--- src/hw/rtl/psd_isqrt.sv ---
`default_nettype none

module psd_isqrt #(
    parameter int SW = 67,
    parameter int RW = 34,
    parameter int TW = 1
) (
    input  wire logic          aclk,
    input  wire logic          aresetn,
    input  wire logic          en,
    input  wire logic          in_valid,
    input  wire logic [SW-1:0] radicand,
    input  wire logic [TW-1:0] tag_in,
    output logic               out_valid,
    output logic [RW-1:0]      root,
    output logic [TW-1:0]      tag_out
);

    // Digit-by-digit square root, one root bit per stage, truncating.
    logic            valid_reg [RW];
    logic [RW:0]     rem_reg   [RW];
    logic [RW-1:0]   root_reg  [RW];
    logic [2*RW-1:0] rad_reg   [RW];
    logic [TW-1:0]   tag_reg   [RW];

    for (genvar k = 0; k < RW; k++) begin : g_step
        logic            valid_in;
        logic [RW:0]     rem_in;
        logic [RW-1:0]   root_in;
        logic [2*RW-1:0] rad_in;
        logic [TW-1:0]   tag_stage_in;
        logic [RW+2:0]   t, trial, diff;
        logic            ge;

        if (k == 0) begin : g_first
            assign valid_in     = in_valid;
            assign rem_in       = '0;
            assign root_in      = '0;
            assign rad_in       = {{(2*RW-SW){1'b0}}, radicand};
            assign tag_stage_in = tag_in;
        end else begin : g_rest
            assign valid_in     = valid_reg[k-1];
            assign rem_in       = rem_reg[k-1];
            assign root_in      = root_reg[k-1];
            assign rad_in       = rad_reg[k-1];
            assign tag_stage_in = tag_reg[k-1];
        end

        always_comb begin
            t     = {rem_in, rad_in[2*RW-1:2*RW-2]};
            trial = {1'b0, root_in, 2'b01};
            diff  = t - trial;
            ge    = (t >= trial);
        end

        always_ff @(posedge aclk) begin
            if (!aresetn) begin
                valid_reg[k] <= 1'b0;
            end else if (en) begin
                valid_reg[k] <= valid_in;
            end
        end

        always_ff @(posedge aclk) begin
            if (en) begin
                rem_reg[k]  <= ge ? diff[RW:0] : t[RW:0];
                root_reg[k] <= {root_in[RW-2:0], ge};
                rad_reg[k]  <= {rad_in[2*RW-3:0], 2'b00};
                tag_reg[k]  <= tag_stage_in;
            end
        end
    end

    assign out_valid = valid_reg[RW-1];
    assign root      = root_reg[RW-1];
    assign tag_out   = tag_reg[RW-1];

endmodule

`default_nettype wire

--- config.mk ---
export PLATFORM = sky130hd
export DESIGN_NAME = psd_isqrt
export DESIGN_NICKNAME = d
export VERILOG_FILES = /design/src/hw/rtl/psd_isqrt.sv
export SDC_FILE = /design/constraint.sdc
export NUM_CORES = 2
export LEC_CHECK = 0
export BUFFER_PORTS_ARGS = -buffer_cell sky130_fd_sc_hd__buf_2
export CORE_AREA = 2 2 485 487
export CTS_CLUSTER_DIAMETER = 80
export DETAILED_ROUTE_END_ITERATION = 16
export DIE_AREA = 0 0 487 489
export PLACE_DENSITY = 0.76
export SYNTH_ARGS = -nofsm -noshare
export SYNTH_HDL_FRONTEND = slang
export SYNTH_MEMORY_MAX_BITS = 65536
export SYNTH_SLANG_ARGS = --single-unit
--- constraint.sdc ---
create_clock -name aclk -period 8.5 [get_ports aclk]
set_clock_uncertainty 0.1 [all_clocks]
set_input_delay 0.85 -clock aclk [delete_from_list [all_inputs] [get_ports aclk]]
set_output_delay 0.85 -clock aclk [all_outputs]
set_load 0.01 [all_outputs]
==> results list <==
* Max Slew Vio Count: 0
* Global-route track usage on met3: 0.0338
- Number of antenna violations at the first check in global routing: 3
- Flops & latches, synth: 2,882
- Along the worst path, the maximum fanout reaches 5.
* Met1 capacity usage during global routing: 0.299
- Met2 capacity usage during global routing: 0.378
- Hold Path Sink: valid_reg[0]
- Ranked by total cell area, the synthesized netlist is headed by sky130_fd_sc_hd__edfxtp_1 (64%), sky130_fd_sc_hd__ha_1 (5.9%), sky130_fd_sc_hd__xnor2_1 (3.1%).
- FF-to-FF End: rem_reg[31][34]
* Final min period: 4.67 ns
- Clock latency on the worst-skew pair, taken at its later pin, is 0.96 ns.
- Placed cell count: 13,379
- Of the available clock period, the critical path in the final layout requires 0.549.
- Along the worst hold path, the cell count comes to 2.
* Share of final-layout standard cells stronger than drive strength 1: 0.0710
- Post-CTS clock slew at the launch and capture registers of the worst setup and hold paths: 0.06 ns
- For this run, the post-layout net count is 11,403.
- Required arrival time at the worst endpoint: 9.05 ns
- Commonest cells after routing, fill and taps aside: sky130_fd_sc_hd__edfxtp_1 (2,881), sky130_fd_sc_hd__inv_1 (817), sky130_fd_sc_hd__nand2_1 (687)
- Starting density of the core: 0.575
- The worst setup path is captured at a register.
- The total overflow left after global routing is 0.
* Final-report hold violation count: 0
- Via count: 81,482
- The run finished with clean final reports.
- Based on the critical path, the design can be clocked at up to 0.214 GHz.
- Area Overhead vs Synth: 10.8%
- In the post-route analysis, the smallest setup slack over all paths is 3.83 ns.
- Sequential share of the synthesized area: 0.644
* X dimension of the die: 487 um
- In this run the worst hold path is classified as primary input to register.
- In this run the static leakage power is 56.9 nW.
- The worst-case IR drop observed on VDD is 0.184 mV.
- Smallest hold slack: 0.152 ns
- Placed wire-length estimate after detailed placement: 191,000 um
- Pin placement for this block handled 108 I/O pins.
- The routed design has 270,000 um of wire.
- Area enclosed by the die boundary: 238,000 um2
- Before antenna repair, the detailed router went through 8 iterations.
- Hold Crit Start: in_valid
- Startpoint types: register
- The setup check on the worst reg-to-reg path leaves a slack of 3.83 ns.
- Dividing the detail-routed via count by the number of cells gives 5.82.
* Setup-violating endpoint count in the final report: 0
- Instance area at placement: 138,000 um2
- Entering global routing, the biggest net connects 196 pins.
* Fin area: 149,000 um2
- Iter 0 DRT Violations: 7,759
- The synthesized design contains 2,881 enable-type register cells.
* Area of the core region: 234,000 um2
- Share of the core filled with cells: 0.637
- Clock Sink Count: 2,882
- Synthesized instance count: 10,398
* PnR Total Power: 40.8 mW
- Startpoint of the lowest-slack register-to-register path: rem_reg[30][0]
* Mapped cell area: 134,000 um2
- Combined global-route utilization of all metal layers: 0.224
- Each instance of the synthesized netlist takes up on average 12.9 um2.
* Number of distinct library cells after synthesis: 98
* Die height: 489 um
- Bufs on Longest Clock Path: 4
- TritonCTS built the clock tree.
* Arrival time at the worst endpoint: 5.22 ns
- At the pin with the least slew margin, the transition time is 1.31 ns.
- Summed over all instances, the cell type with the most area after synthesis is sky130_fd_sc_hd__edfxtp_1.
* Synth async-reset ratio: 0
* Row Count: 178
- # port buffers: 107
* Critical Setup Path Class: register to register
* Clock root buffer: sky130_fd_sc_hd__clkbuf_16
- Number of warnings reported in the yosys synthesis log: 0
- In this run the number of H-tree levels came out at 5.
* Depth of the most critical reg-to-reg path: 10
- Wire length of the first global-routing pass: 426,000 um
- Number of global-route vias before repair: 79,479
- Number of fillers in the final layout: 17,072
* Max Cap Viol: 0
- RSZ-0062 raised after global routing: false
- Global placement routability congestion: 0.947
- After routing, the total negative slack on setup checks comes to 0 ns.
- Average wire per cell in the routed design: 19.3 um
- The register with the most flip-flops in the layout has 1,122 of them.
- Most heavily used metal layer in global routing: met2
- For this run, the leading register cell type out of synthesis is sky130_fd_sc_hd__edfxtp_1.
- Non-filler cells, final: 13,989
* Power per Cell Area: 274 nW/um2
- DRC violation count after routing: 0
- Leaving out fill and tap cells, the most frequent cell in the layout is sky130_fd_sc_hd__edfxtp_1.
- Dpl ws: 3.90 ns
- Post-Synthesis Net Count: 11,099
- Tightest slew margin relative to the limit: 0.127
- Buffers inserted during clock tree synthesis total 313.
* Number of nets still failing antenna checks after routing: 0
- Of the post-synthesis cell area, the dominant cell type holds 0.644.
==> critical path, stage by stage, from the launching register on <==
cell                        delay, ns
sky130_fd_sc_hd__edfxtp_1        0.41
sky130_fd_sc_hd__ha_1            0.39
sky130_fd_sc_hd__nor2b_1         0.18
sky130_fd_sc_hd__o31a_1          0.28
sky130_fd_sc_hd__o31ai_1         0.67
sky130_fd_sc_hd__a21oi_1         0.27
sky130_fd_sc_hd__a221oi_1        0.70
sky130_fd_sc_hd__o21ai_0         0.43
sky130_fd_sc_hd__a21o_1          0.31
sky130_fd_sc_hd__a2111oi_0       0.51
sky130_fd_sc_hd__xor2_1          0.12
==> where the power goes <==
group	internal, mW	switching [mW]
combinational	3.61	5.14
clock	7.54	5.30
sequential	18.0	1.22
==> worst max-delay path by stage <==
stage                        start              end  cells past startpoint
finish              rem_reg[30][0]  rem_reg[31][34]                     10
global route        rem_reg[16][6]  rem_reg[17][20]                     11
detailed placement   rem_reg[6][8]   rem_reg[7][14]                      9
floorplan            rem_reg[6][8]   rem_reg[7][14]                     11
CTS                  rem_reg[6][8]   rem_reg[7][14]                      9
global placement     rem_reg[6][8]   rem_reg[7][14]                      9
==> per-layer routing <==
metal | vias up | routed length, um
li1 | 39178 | -
met1 | 39315 | 116000
met2 | 2410 | 132000
met3 | 579 | 14200
met4 | 0 | 8130
met5 | - | 0
==> cell type report <==
cell class	instances	area (um2)	share of cell area
Tap cell	3060	3830	0.0257
Timing Repair Buffer	231	1800	0.0121
Inverter	819	3070	0.0207
Clock inverter	165	1490	0.0100
Antenna cell	3	7.51	0.0000505
Multi-Input combinational cell	6455	43900	0.295
Clock buffer	374	8130	0.0547
Sequential cell	2882	86500	0.582
==> Yosys cell counts (140+ instances only) <==
cell and number:
sky130_fd_sc_hd__xnor2_1 473, sky130_fd_sc_hd__a21oi_1 678, sky130_fd_sc_hd__a21o_1 259, sky130_fd_sc_hd__nand3_1 180, sky130_fd_sc_hd__xor2_1 461, sky130_fd_sc_hd__ha_1 629
sky130_fd_sc_hd__nor2_1 635, sky130_fd_sc_hd__nand2_1 687, sky130_fd_sc_hd__inv_1 817, sky130_fd_sc_hd__nor4_1 140, sky130_fd_sc_hd__clkbuf_1 216, sky130_fd_sc_hd__nor3_1 268
sky130_fd_sc_hd__edfxtp_1 2881, sky130_fd_sc_hd__o21ai_0 489
==> cells by family after synthesis <==
logic type	Yosys count	share of synthesized area
flip-flops	2882	0.644
AND/OR/NAND/NOR	2696	0.100
AO/OA/AOI/OAI	2083	0.0969
buffers and inverters	1061	0.0299
XOR/XNOR	934	0.0609
adder cells (fa/ha/maj)	629	0.0586
multiplexers	112	0.00920
other	1	0.0000279
==> what timing repair did <==
item,CTS,global route
setup buffers,0,0
hold buffers,68,0
endpoints found under the hold margin,68,0
gates resized for setup,0,0
Note: power is estimated with default switching activity, not from simulation.
